$ cat config.mk
export PLATFORM = sky130hd
export DESIGN_NAME = windowed_rms_level_meter_core
export DESIGN_NICKNAME = d
export VERILOG_FILES = /design/src/sv/rmslm_pkg.sv /design/src/sv/rmslm_divsqrt.sv /design/src/sv/windowed_rms_level_meter_core.sv
export SDC_FILE = /design/constraint.sdc
export NUM_CORES = 1
export LEC_CHECK = 0
export BUFFER_PORTS_ARGS = -buffer_cell sky130_fd_sc_hd__buf_2
export CORE_MARGIN = 5
export CORE_UTILIZATION = 62
export DETAILED_ROUTE_END_ITERATION = 8
export HOLD_SLACK_MARGIN = 0.12
export PLACE_DENSITY_LB_ADDON = 0.1
export SYNTH_ARGS = -nofsm -noshare
export SYNTH_HDL_FRONTEND = slang
export SYNTH_SLANG_ARGS = --single-unit
$ cat constraint.sdc
create_clock -name clock -period 9.3 [get_ports clock]
set_input_delay 1.86 -clock clock [delete_from_list [all_inputs] [get_ports clock]]
set_output_delay 1.86 -clock clock [all_outputs]
set_load 0.005 [all_outputs]
$ cat src/sv/rmslm_pkg.sv
// Shared types and constants of the windowed RMS level meter.
package rmslm_pkg;

   localparam int SAMPLE_W = 16;
   localparam int SQUARE_W = 31;
   localparam int LEVEL_W = 17;
   localparam int WCOUNT_W = 9;
   localparam int FSCALE_W = 16;
   localparam int DIVISOR_W = 16;
   localparam int CSR_INDEX_W = 1;
   localparam int CSR_DATA_W = 16;

   localparam logic [LEVEL_W-1:0] LEVEL_ONE = 17'h10000;
   localparam logic [FSCALE_W-1:0] FULL_SCALE_RESET = 16'd10000;

   localparam logic [CSR_INDEX_W-1:0] CSR_FULL_SCALE = 1'b0;
   localparam logic [CSR_INDEX_W-1:0] CSR_ACTIVE = 1'b1;

   typedef struct packed {
      logic signed [SAMPLE_W-1:0] sample;
      logic                       end_of_data;
   } req_word_type;

   typedef struct packed {
      logic [LEVEL_W-1:0]  level;
      logic [WCOUNT_W-1:0] window_count;
   } rsp_word_type;

   typedef enum logic {
      MODE_DIV  = 1'b0,
      MODE_SQRT = 1'b1
   } unit_mode_type;

   typedef struct packed {
      logic          start;
      unit_mode_type mode;
   } unit_cmd_type;

   typedef struct packed {
      logic busy;
      logic done;
   } unit_stat_type;

endpackage

$ cat src/sv/rmslm_divsqrt.sv
// Shared restoring divide and square root unit, one compare-subtract step per cycle.
module rmslm_divsqrt #(
   parameter int W = 40
) (
   input  logic                                  clock,
   input  logic                                  reset,
   input  rmslm_pkg::unit_cmd_type               cmd,
   input  logic [W-1:0]                          operand,
   input  logic [rmslm_pkg::DIVISOR_W-1:0]       divisor,
   output rmslm_pkg::unit_stat_type              stat,
   output logic [W-1:0]                          result
);

   localparam int RW = W / 2 + 3;
   localparam int SW = $clog2(W + 1);

   rmslm_pkg::unit_mode_type            mode_ff;
   logic [W-1:0]                        opnd_ff, opnd_in;
   logic [RW-1:0]                       rem_ff, rem_in;
   logic [W-1:0]                        quo_ff, quo_in;
   logic [rmslm_pkg::DIVISOR_W-1:0]     divisor_ff;
   logic [SW-1:0]                       step_ff;
   logic                                done_ff;

   logic [RW-1:0] shifted;
   logic [RW-1:0] trial;
   logic [RW-1:0] diff;
   logic          ge;

   // Division brings down one dividend bit per step; the square root brings
   // down two and tries the partial root with 01 appended.
   always_comb begin
      unique case (mode_ff)
         rmslm_pkg::MODE_DIV: begin
            shifted = {rem_ff[RW-2:0], opnd_ff[W-1]};
            trial   = RW'(divisor_ff);
            opnd_in = {opnd_ff[W-2:0], 1'b0};
         end
         rmslm_pkg::MODE_SQRT: begin
            shifted = {rem_ff[RW-3:0], opnd_ff[W-1:W-2]};
            trial   = {quo_ff[RW-3:0], 2'b01};
            opnd_in = {opnd_ff[W-3:0], 2'b00};
         end
      endcase
      diff   = shifted - trial;
      ge     = (shifted >= trial);
      rem_in = ge ? diff : shifted;
      quo_in = {quo_ff[W-2:0], ge};
   end

   always_ff @(posedge clock) begin
      if (reset) begin
         step_ff <= '0;
         done_ff <= 1'b0;
      end else begin
         done_ff <= 1'b0;
         if (cmd.start) begin
            step_ff <= (cmd.mode == rmslm_pkg::MODE_DIV) ? SW'(W) : SW'(W / 2);
         end else if (step_ff != '0) begin
            step_ff <= step_ff - SW'(1);
            done_ff <= (step_ff == SW'(1));
         end
      end
   end

   always_ff @(posedge clock) begin
      if (cmd.start) begin
         mode_ff    <= cmd.mode;
         opnd_ff    <= operand;
         divisor_ff <= divisor;
         rem_ff     <= '0;
         quo_ff     <= '0;
      end else if (step_ff != '0) begin
         opnd_ff <= opnd_in;
         rem_ff  <= rem_in;
         quo_ff  <= quo_in;
      end
   end

   assign stat.busy = (step_ff != '0);
   assign stat.done = done_ff;
   assign result    = quo_ff;

endmodule

$ cat src/sv/windowed_rms_level_meter_core.sv
// Top level of the windowed RMS level meter: accumulation, sequencer and result register.
//
// The meter takes signed 16-bit PCM words, adds each square to a running sum and
// counts them. A window closes after WINDOW words, or early on a word marked end of
// data, which belongs to the closing window. For each closed window one result word
// carries level = min(65536, floor(floor(sqrt(floor(sum/count))) * 65536 / full_scale))
// and the number of samples the window held; level reads 0 while active is 0. A sample
// that does not close a window has its square registered at acceptance, and the sum and
// count are updated in the next cycle. For a closing sample, with W the even sum width
// (at least 32; 40 for a window of 256), a single restoring compare-subtract unit does
// the mean division and the scaling division at one bit per cycle over W steps each and
// the square root at one bit pair per cycle, and each phase reports done from a register
// after its last step; the result then waits until the output register is free. The
// request side is not ready during that work. The result sits in an output register, so
// the next window's samples are taken while an earlier result waits.
// Registers are to be written through the plain csr port only while the meter is idle;
// the meter itself does not enforce this.
module windowed_rms_level_meter_core #(
   parameter int WINDOW = 256
) (
   input  logic                                    clock,
   input  logic                                    reset,
   input  logic                                    req_valid,
   output logic                                    req_ready,
   input  rmslm_pkg::req_word_type                 req_word,
   output logic                                    rsp_valid,
   input  logic                                    rsp_ready,
   output rmslm_pkg::rsp_word_type                 rsp_word,
   input  logic                                    csr_we,
   input  logic [rmslm_pkg::CSR_INDEX_W-1:0]       csr_index,
   input  logic [rmslm_pkg::CSR_DATA_W-1:0]        csr_wdata
);

   // The count must hold WINDOW itself; the sum holds WINDOW squares of 2^30.
   localparam int CNT_W = $clog2(WINDOW + 1);
   localparam int SUM_W = 30 + CNT_W;
   localparam int SUM_EVEN_W = SUM_W + (SUM_W % 2);
   localparam int W = (SUM_EVEN_W > 32) ? SUM_EVEN_W : 32;

   typedef enum logic [5:0] {
      ST_IDLE  = 6'b000001,
      ST_ACC   = 6'b000010,
      ST_DIV   = 6'b000100,
      ST_SQRT  = 6'b001000,
      ST_SCALE = 6'b010000,
      ST_FIN   = 6'b100000
   } state_type;

   state_type                            state_ff, state_in;
   logic [rmslm_pkg::SQUARE_W-1:0]       sq_ff, sq_in;
   logic                                 eod_ff;
   logic [SUM_W-1:0]                     sum_ff;
   logic [CNT_W-1:0]                     cnt_ff;
   logic [rmslm_pkg::FSCALE_W-1:0]       full_scale_ff;
   logic                                 active_ff;
   logic                                 rsp_valid_ff;
   rmslm_pkg::rsp_word_type              rsp_word_ff, rsp_word_in;

   logic signed [31:0]                   product;
   logic [SUM_W-1:0]                     sum_total;
   logic [CNT_W-1:0]                     cnt_total;
   logic                                 window_close;
   logic                                 accept;
   logic                                 rsp_free;
   logic [rmslm_pkg::LEVEL_W-1:0]        level_in;

   rmslm_pkg::unit_cmd_type              unit_cmd;
   rmslm_pkg::unit_stat_type             unit_stat;
   logic [W-1:0]                         unit_operand;
   logic [rmslm_pkg::DIVISOR_W-1:0]      unit_divisor;
   logic [W-1:0]                         unit_result;

   assign req_ready = (state_ff == ST_IDLE);
   assign accept    = req_valid && req_ready;
   assign rsp_free  = !rsp_valid_ff || rsp_ready;

   // The square of a 16-bit sample is never negative and fits in 31 bits.
   assign product = 32'(req_word.sample) * 32'(req_word.sample);
   assign sq_in   = product[rmslm_pkg::SQUARE_W-1:0];

   assign sum_total    = sum_ff + SUM_W'(sq_ff);
   assign cnt_total    = cnt_ff + CNT_W'(1);
   assign window_close = (cnt_total == CNT_W'(WINDOW)) || eod_ff;

   // Level from the scaling quotient; a zero full scale counts as an endlessly
   // small divisor and saturates, and an inactive meter reports zero.
   always_comb begin
      priority if (!active_ff) begin
         level_in = '0;
      end else if (full_scale_ff == '0) begin
         level_in = rmslm_pkg::LEVEL_ONE;
      end else if (unit_result > W'(rmslm_pkg::LEVEL_ONE)) begin
         level_in = rmslm_pkg::LEVEL_ONE;
      end else begin
         level_in = unit_result[rmslm_pkg::LEVEL_W-1:0];
      end
      rsp_word_in.level        = level_in;
      rsp_word_in.window_count = rmslm_pkg::WCOUNT_W'(cnt_ff);
   end

   // Sequencer: each arithmetic phase starts the shared unit on the cycle the
   // previous one reports done, so the result register of the unit feeds the
   // next phase directly.
   always_comb begin
      state_in      = state_ff;
      unit_cmd      = '{start: 1'b0, mode: rmslm_pkg::MODE_DIV};
      unit_operand  = W'(sum_total);
      unit_divisor  = rmslm_pkg::DIVISOR_W'(cnt_total);
      unique case (state_ff)
         ST_IDLE: begin
            if (accept) begin
               state_in = ST_ACC;
            end
         end
         ST_ACC: begin
            if (window_close) begin
               unit_cmd = '{start: 1'b1, mode: rmslm_pkg::MODE_DIV};
               state_in = ST_DIV;
            end else begin
               state_in = ST_IDLE;
            end
         end
         ST_DIV: begin
            unit_operand = unit_result;
            if (unit_stat.done) begin
               unit_cmd = '{start: 1'b1, mode: rmslm_pkg::MODE_SQRT};
               state_in = ST_SQRT;
            end
         end
         ST_SQRT: begin
            // The root never exceeds 32768, so 16 bits carry it.
            unit_operand = W'({unit_result[15:0], 16'h0000});
            unit_divisor = full_scale_ff;
            if (unit_stat.done) begin
               unit_cmd = '{start: 1'b1, mode: rmslm_pkg::MODE_DIV};
               state_in = ST_SCALE;
            end
         end
         ST_SCALE: begin
            if (unit_stat.done) begin
               state_in = ST_FIN;
            end
         end
         ST_FIN: begin
            if (rsp_free) begin
               state_in = ST_IDLE;
            end
         end
         default: begin
            state_in = ST_IDLE;
         end
      endcase
   end

   rmslm_divsqrt #(
      .W (W)
   ) u_divsqrt (
      .clock   (clock),
      .reset   (reset),
      .cmd     (unit_cmd),
      .operand (unit_operand),
      .divisor (unit_divisor),
      .stat    (unit_stat),
      .result  (unit_result)
   );

   always_ff @(posedge clock) begin
      if (reset) begin
         state_ff      <= ST_IDLE;
         sum_ff        <= '0;
         cnt_ff        <= '0;
         full_scale_ff <= rmslm_pkg::FULL_SCALE_RESET;
         active_ff     <= 1'b0;
         rsp_valid_ff  <= 1'b0;
      end else begin
         state_ff <= state_in;
         if (csr_we) begin
            unique case (csr_index)
               rmslm_pkg::CSR_FULL_SCALE: full_scale_ff <= csr_wdata;
               rmslm_pkg::CSR_ACTIVE:     active_ff     <= csr_wdata[0];
               default: begin
               end
            endcase
         end
         if (state_ff == ST_ACC) begin
            sum_ff <= sum_total;
            cnt_ff <= cnt_total;
         end
         if (state_ff == ST_FIN && rsp_free) begin
            sum_ff       <= '0;
            cnt_ff       <= '0;
            rsp_valid_ff <= 1'b1;
         end else if (rsp_valid_ff && rsp_ready) begin
            rsp_valid_ff <= 1'b0;
         end
      end
   end

   always_ff @(posedge clock) begin
      if (accept) begin
         sq_ff  <= sq_in;
         eod_ff <= req_word.end_of_data;
      end
      if (state_ff == ST_FIN && rsp_free) begin
         rsp_word_ff <= rsp_word_in;
      end
   end

   assign rsp_valid = rsp_valid_ff;
   assign rsp_word  = rsp_word_ff;

   // The open window never holds more than WINDOW samples.
   a_count_bound: assert property (@(posedge clock) disable iff (reset)
      cnt_ff <= CNT_W'(WINDOW))
      else $error("sample count ran past the window length");

   // An emitted level never exceeds 1.0.
   a_level_sat: assert property (@(posedge clock) disable iff (reset)
      rsp_valid |-> rsp_word.level <= rmslm_pkg::LEVEL_ONE)
      else $error("level above full scale");

   // The shared unit is only started while it is not iterating.
   a_unit_start: assert property (@(posedge clock) disable iff (reset)
      unit_cmd.start |-> !unit_stat.busy)
      else $error("shared unit restarted while busy");

   // An accepted sample is always accumulated in the following cycle.
   a_accept_acc: assert property (@(posedge clock) disable iff (reset)
      accept |=> state_ff == ST_ACC)
      else $error("accepted sample was not accumulated");

endmodule
# == Word-level counts from Yosys, hierarchy flattened ==
# Cells that the tools add are included.
# classes
bitwise_logic,4
order_cmp,2
n_addsub,4
n_eq_ne,13
n_mux,26
reduce_logical,16
n_mul,1
# ops
op,n
case mux 40 bit (2 select lines),2
case mux 23 bit (2 select lines),2
two-way mux 40 bit,2
two-way mux 6 bit,8
"> comparator 40 x 17 -> 1 bit, second input constant",1
adder 39 x 31 -> 39 bit,1
case mux 6 bit (6 select lines),1
two-way mux 17 bit,2
multiplier 16 x 16 -> 31 bit,1
>= comparator 23 bit,1
two-way mux 22 bit,1
subtractor 22 bit,1
logical NOT 16 bit,1
"equality test 6 x 1 -> 1 bit, second input constant",2
"adder 9 x 1 -> 9 bit, second input constant",1
"equality test 9 bit, second input constant",1
two-way mux 9 bit,1
"inequality test 2 x 1 -> 1 bit, second input constant",4
"equality test 6 x 2 -> 1 bit, second input constant",1
"equality test 6 x 3 -> 1 bit, second input constant",1
"equality test 6 x 4 -> 1 bit, second input constant",1
"equality test 6 x 5 -> 1 bit, second input constant",1
"equality test 6 bit, second input constant",1
two-way mux 2 bit,3
15 further kinds,25
# word_totals
inputBits,39
word_cells,85
ff_bits,256

# == Longest topological paths before layout ==
# Gate-level depths: netlist of run 1.
# depth
word_depth,7
mapped_depth,25

# == Hierarchy ==
# A second synthesis of run 1 with hierarchy kept.
# hier_totals
cells_unflattened,2555
area_unflattened_um2,23266.1
# by_module_without_submodules
module,cells_per_inst,seq_area_each_um2,area_each_um2,instances
windowed_rms_level_meter_core,1828,3153.0,16384.5,1
rmslm_divsqrt,727,3093.0,6881.6,1

# == Least setup slack after synthesis of run 1 ==
# No wires, ideal clock.
# synth_path
kind,in2reg
from,in req_word[15] (netlist bit)
to,"reg sq_ff[29] (netlist bit), data pin"
path_slack_ns,1.427
setup_ns,0.261
stages,24
n_path_buf,2
arrival_time_ns,7.612
path_cell_list,clkbuf_1 -> and2_1 -> inv_1 -> fa_1 -> inv_1 -> fa_1 -> inv_1 -> fa_1 -> inv_1 -> fa_1 -> fa_1 -> inv_1 -> fa_1 -> inv_1 -> ha_1 -> clkbuf_1 -> a21o_1 -> a21o_1 -> a21o_1 -> a221oi_1 -> nor2b_1 -> o21ai_0 -> and2_1 -> o311a_1
# synth_between
elab_chain_len,1
# synth_lines
item,line_no,text
start: declaration,windowed_rms_level_meter_core.sv:25,"input rmslm_pkg::req_word_type req_word,"
multiplier 16 x 16 -> 31 bit,windowed_rms_level_meter_core.sv:78,assign product = 32'(req_word.sample) * 32'(req_word.sample);
net product[29],windowed_rms_level_meter_core.sv:59,logic signed [31:0] product;
end signal: assignment,windowed_rms_level_meter_core.sv:201,sq_ff <= sq_in;
end: declaration,windowed_rms_level_meter_core.sv:50,"logic [rmslm_pkg::SQUARE_W-1:0] sq_ff, sq_in;"
# The timed path passes the listed nets, and every way through them passes these cells.
# A chain may end at the register's enable or synchronous reset.

# == Worst setup path after layout of run 1 ==
# layout_path
from,in req_word[16] (netlist bit)
to,"reg sq_ff[29] (netlist bit), data pin"
# The elaborated chain is that of the path after synthesis.

==> results.py, run 1 <==
metrics = {
    "routing": {
        "wire_per_inst_um": 18.7,
        "drt_iter0_markers": 1583,
        "vias": 18000,
        "viasPerCell": 5.94,
        "wl_um": 56800,
        "final_antenna_net_count": 0,
        "detailedRoute.firstPassIterationCount": 5,
        "drc": 0,
    },
    "setup_path": {
        "worstPathArrival_ps": 8190,
        "crit_required_ps": 9590,
        "path_max_fanout": 14,
        "cp-end-kind": "register",
        "path_class": "input port to register",
        "critPathLaunchType": "input port",
    },
    "placed_design": {
        "gp_congestion": 0.911,
        "portBuffers": 66,
        "dp_hpwl_um": 43600,
        "pre_cts_slack_ps": 871,
    },
    "synthesis": {
        "yosysUniqueCellTypes": 79,
        "synth.net_count": 2956,
        "syn_avg_cell_area_um2": 9.06,
        "ys_ff_latch": 255,
        "syn_inst": 2542,
        "yosysWarnings": 0,
        "ys_seq_area_share_pct": 27.1,
        "syn_area_um2": 23000,
        "synth_flop_cell": "dfxtp_1",
        "async_flop_share_pct": 0,
        "synth_edf_count": 114,
    },
    "timing": {
        "rsz0062_at_grt": "false",
        "fmax_mhz": 127,
        "finalHoldViolations": 0,
        "setup_violations": 0,
        "worst_slack_ps": 1400,
        "final.setup_skew_ps": 13.3,
        "post-route-period-util_pct": 84.9,
        "maxSlewHeadroom_pct": 24.7,
        "worst_slew_pin_slew_ps": 1120,
        "tns_ps": 0,
        "min_period_ps": 7900,
        "slew_viol_final": 0,
    },
    "clock_network": {
        "tritoncts": "yes",
        "clkSlewWorstSetupHoldPaths_ps": 60,
        "ctsHoldBuffers": 0,
        "cts_setup_buffers": 0,
        "htreeDepth": 1,
        "clock_path_buffers": 3,
        "cts_sinks": 255,
        "cts-buffers-inserted": 27,
        "clock_latency_ps": 550,
        "cts-resized-gates": 0,
        "cts_root_buf": "clkbuf_16",
    },
    "floorplanning": {
        "num_io_pins": 67,
        "num_rows": 70,
        "die_x_um": 203,
        "start_util_pct": 62.9,
        "core_um2": 36600,
        "die_area_um2": 41100,
        "fp.dieH_um": 203,
    },
    "grt": {
        "grtUsageTotal_pct": 27.4,
        "grt_antenna_before_repair": 0,
        "grt_max_degree": 66,
        "grt_pass1_vias": 18000,
        "grt-ovfl-total": 0,
        "grt_first_pass_wirelength_um": 92700,
    },
    "layout": {
        "area_growth_pct": 6.76,
        "final_common_cell": "inv_1",
        "most-common-layout-cells": "375 x inv_1, 323 x nand2_1, 231 x fa_1",
        "antennaDiodeCount": 0,
        "nNetsFinal": 2961,
        "drive_gt1_share_pct": 7.36,
    },
    "job": {
        "maxCapViolCount": 0,
    },
    "outcome": {
        "outcome": "complete, no violations",
    },
    "worst_hold_path": {
        "hp-class": "register to register",
    },
}
flip-flops by register name (all words and copies together) (netlist names), 16 cells and up:
register,cells
rsp_word,26
u_divsqrt.divisor_ff,16
full_scale_ff,16
u_divsqrt.rem_ff,22
sq_ff,30
sum_ff,39
u_divsqrt.opnd_ff,40
u_divsqrt.result,40
worst max-delay path, stage by stage:
cell	delay [ps]
buf_2	100
inv_1	390
nor2_1	190
fa_1	620
inv_1	140
fa_1	610
inv_1	230
fa_1	610
fa_1	440
fa_1	540
inv_1	50
fa_1	520
inv_1	40
ha_1	360
and4_1	190
and2_1	170
a221oi_1	310
nor2b_1	160
o21ai_0	140
and2_1	200
o311a_1	290
worst paths after layout:
kind,end,slack (ps),cells after the start,startpoint
worst max-delay path,sq_ff[29]$_DFFE_PP_,1400,21,req_word[16]
worst min-delay path,sum_ff[17]$_SDFFE_PP0P_,460,2,sum_ff[17]$_SDFFE_PP0P_
worst max register to register,u_divsqrt.opnd_ff[24]$_DFFE_PP_,3630,9,state_ff[3]$_SDFFE_PP0P_
worst min register to register,sum_ff[17]$_SDFFE_PP0P_,460,2,sum_ff[17]$_SDFFE_PP0P_
stage by stage:
step / area (um2) / hold WS, ps / utilization, % / cells
after global placement: 23600 / 442 / 64.6 / 2986
after detailed placement: 23600 / 452 / 64.6 / 2986
after global routing: 24600 / 477 / 67.1 / 3036
after CTS: 24600 / 459 / 67.1 / 3036
final: 24600 / 456 / 67.1 / 3036
after floorplan: 23000 / 432 / - / 2542
cell usage after synthesis, types with 8 or more instances:
library cell  number  area, um2
clkbuf_1          85        319
nor2b_1           17        106
o21ai_0           69        345
dfxtp_1          141       2820
ha_1             144       1800
edfxtp_1         114       3420
a21oi_1          184        921
a221oi_1          21        184
fa_1             231       4620
and3_1            28        175
o21a_1            16        120
a31oi_1           23        144
mux2i_1           61        611
and2_1            67        419
nor2_1           133        499
o22ai_1           10       62.6
buf_2             15       75.1
nand3b_1          13       97.6
nor3_1            20        100
nand2b_1          15       93.8
inv_1            376       1410
mux2_2            23        259
nand4_1           25        156
xor2_1            38        333
a21o_1            39        293
nand2_1          324       1220
a211oi_1          28        210
nor4_1            19        119
xnor2_1           69        604
o21bai_1           9       67.6
or3_1             16        100
or4_1              8       60.1
nand3_1           44        220
cells by family (layout without fill, tap and decap cells):
family                     count (synthesis)  in the layout  synth area share [%]
DFF                                      255            255                  27.1
muxes                                     84             84                  3.78
adders and majority gates                375            375                  27.9
AOI/OAI and AO/OA                        478            478                  13.4
xor gates and xnor gates                 107            107                  4.07
buffers and inverters                    488            514                  8.15
and+or+nand+nor                          755            755                  15.6
area by class of cell:
| type | instances | area (um2) |
|---|---|---|
| multi-input cells | 1799 | 14900 |
| fillers | 3002 | 12000 |
| flip-flops and latches | 255 | 6250 |
| inverters | 377 | 1420 |
| clock buffers | 33 | 739 |
| well taps | 468 | 586 |
| repair buffers | 87 | 488 |
| clock inverters | 17 | 195 |
layer usage:
metal  GRT usage, %  up-vias  share of wire, %
li1               -     8534                 -
met1           35.8     8717                41
met2           48.0      648                49
met3           2.83      130               5.9
met4           9.51        0               3.9
met5              0        -                 0
Power of run 1 is not shown: default switching activity piles up to over one toggle a cycle in this logic, so the estimate is an artifact.
==> inputs of run 2 (changes only) <==
==> constraint.sdc (replaced) <==
create_clock -name clock -period 8.2 [get_ports clock]
set_input_delay 1.64 -clock clock [delete_from_list [all_inputs] [get_ports clock]]
set_output_delay 1.64 -clock clock [all_outputs]
set_load 0.005 [all_outputs]
==> run 2 against run 1 <==
- critical path depth is 1 higher
- highest routed layer unchanged
- final area barely moved
- via count down 0.23%
- worst hold slack improved by 0.57 ps
- count of clock-buffer cells in the layout rose by 1
- global-route usage down 0.13 points
- first-iteration DRC count shrank 6.9%
==> results.py, run 2 (synthesis results as in run 1) <==
metrics = {
    "layout": {
        "final_cells": 3047,
        "drive_gt1_share_pct": 7.48,
        "most-common-layout-cells": "375 x inv_1, 323 x nand2_1, 231 x fa_1",
        "antennaDiodeCount": 0,
        "final_common_cell": "inv_1",
        "nNetsFinal": 2975,
        "area_growth_pct": 6.69,
        "n_fill_cell": 3016,
    },
    "setup_path": {
        "cp-end-kind": "register",
        "path_class": "input port to register",
        "path_max_fanout": 7,
        "crit_required_ps": 8470,
        "critPathLaunchType": "input port",
        "worstPathArrival_ps": 7720,
    },
    "floorplanning": {
        "num_io_pins": 67,
        "num_rows": 70,
        "fp.dieH_um": 203,
        "die_area_um2": 41100,
        "die_x_um": 203,
        "core_um2": 36600,
        "start_util_pct": 62.9,
    },
    "timing": {
        "fin_hold_ws_ps": 457,
        "worst_slack_ps": 750,
        "worst_slew_pin_slew_ps": 1110,
        "final.setup_skew_ps": 14.2,
        "tns_ps": 0,
        "min_period_ps": 7450,
        "slew_viol_final": 0,
        "rsz0062_at_grt": "false",
        "post-route-period-util_pct": 90.9,
        "finalHoldViolations": 0,
        "maxSlewHeadroom_pct": 26.0,
        "setup_violations": 0,
        "fmax_mhz": 134,
    },
    "clock_network": {
        "cts_setup_buffers": 0,
        "ctsHoldBuffers": 0,
        "cts-resized-gates": 0,
        "htreeDepth": 1,
        "cts_root_buf": "clkbuf_16",
        "cts_sinks": 255,
        "clkSlewWorstSetupHoldPaths_ps": 60,
        "clock_path_buffers": 3,
        "clock_latency_ps": 540,
        "tritoncts": "yes",
        "cts-buffers-inserted": 25,
    },
    "grt": {
        "grt_max_degree": 66,
        "grtUsageTotal_pct": 27.3,
        "grt_first_pass_wirelength_um": 92500,
        "grt_pass1_vias": 18200,
        "grt-ovfl-total": 0,
        "grt_antenna_before_repair": 0,
    },
    "routing": {
        "final_antenna_net_count": 0,
        "dr.max_layer_used": "met4",
        "wl_met1_um": 23300,
        "wire_per_inst_um": 18.5,
        "vias": 18000,
        "viasPerCell": 5.90,
        "wl_um": 56500,
        "drc": 0,
        "drt_iter0_markers": 1474,
        "detailedRoute.firstPassIterationCount": 6,
        "wl_met2_um": 27600,
        "routed-wl-met3_um": 3230,
    },
    "placed_design": {
        "dp_cells": 3002,
        "dp_hpwl_um": 44000,
        "portBuffers": 66,
        "pre_cts_slack_ps": 229,
        "gp_congestion": 0.943,
    },
    "job": {
        "maxCapViolCount": 0,
    },
    "worst_hold_path": {
        "hp-class": "register to register",
    },
    "outcome": {
        "outcome": "complete, no violations",
    },
}
## run 2: changes by cell type in the layout (fill, tap and decap cells not counted), sizes merged
cell and change:
clkinv -2, clkinvlp -2, bufinv -1, buf +16, inv -1, clkbuf +1
## run 2: final timing paths
check | startpoint | endpoint | slack, ps | depth (start not counted)
setup reg to reg | u_divsqrt.mode_ff$_DFFE_PP_ | u_divsqrt.rem_ff[18]$_SDFFE_PP0P_ | 3170 | 12
hold / removal | sum_ff[28]$_SDFFE_PP0P_ | sum_ff[28]$_SDFFE_PP0P_ | 460 | 2
hold reg to reg | sum_ff[28]$_SDFFE_PP0P_ | sum_ff[28]$_SDFFE_PP0P_ | 460 | 2
setup / recovery | req_word[16] | sq_ff[29]$_DFFE_PP_ | 750 | 22
## run 2: per-stage QoR
| step | cell area [um2] | utilization [%] |
|---|---|---|
| final | 24600 | 67.1 |
| after global routing | 24600 | 67.1 |
| after CTS | 24600 | 67.1 |
| after detailed placement | 23800 | 64.9 |
| after global placement | 23800 | 64.9 |
| after floorplan | 23000 | - |
## run 2: worst max-delay path, cell delays in order
cell and delay, ps:
buf_2 150, inv_1 230, nor2_1 140, fa_1 600, inv_1 150, fa_1 560
inv_1 50, fa_1 520, fa_1 440, fa_1 540, inv_1 50, fa_1 530
inv_1 40, ha_1 380, a21o_1 210, a21o_1 190, a21o_1 180, a221oi_1 320
nor2b_1 170, o21ai_0 140, and2_1 200, o311a_1 300
## run 2: final cells by class
cell class	instances	area (um2)	area share, %
multi-input combinational	1799	14900	60.7
timing repair buffer	103	608	2.48
clock buffer	34	669	2.73
clock inverter	11	129	0.525
sequential	255	6250	25.4
inverter	377	1420	5.77
tap	468	586	2.38
## run 2: metal layers
metal | vias to the layer above | track usage, %
met4 | 0 | 10.4
li1 | 8558 | -
met5 | - | 0
met3 | 136 | 3.08
met1 | 8702 | 35.2
met2 | 592 | 47.6
Power of run 2 is left out for the same reason.
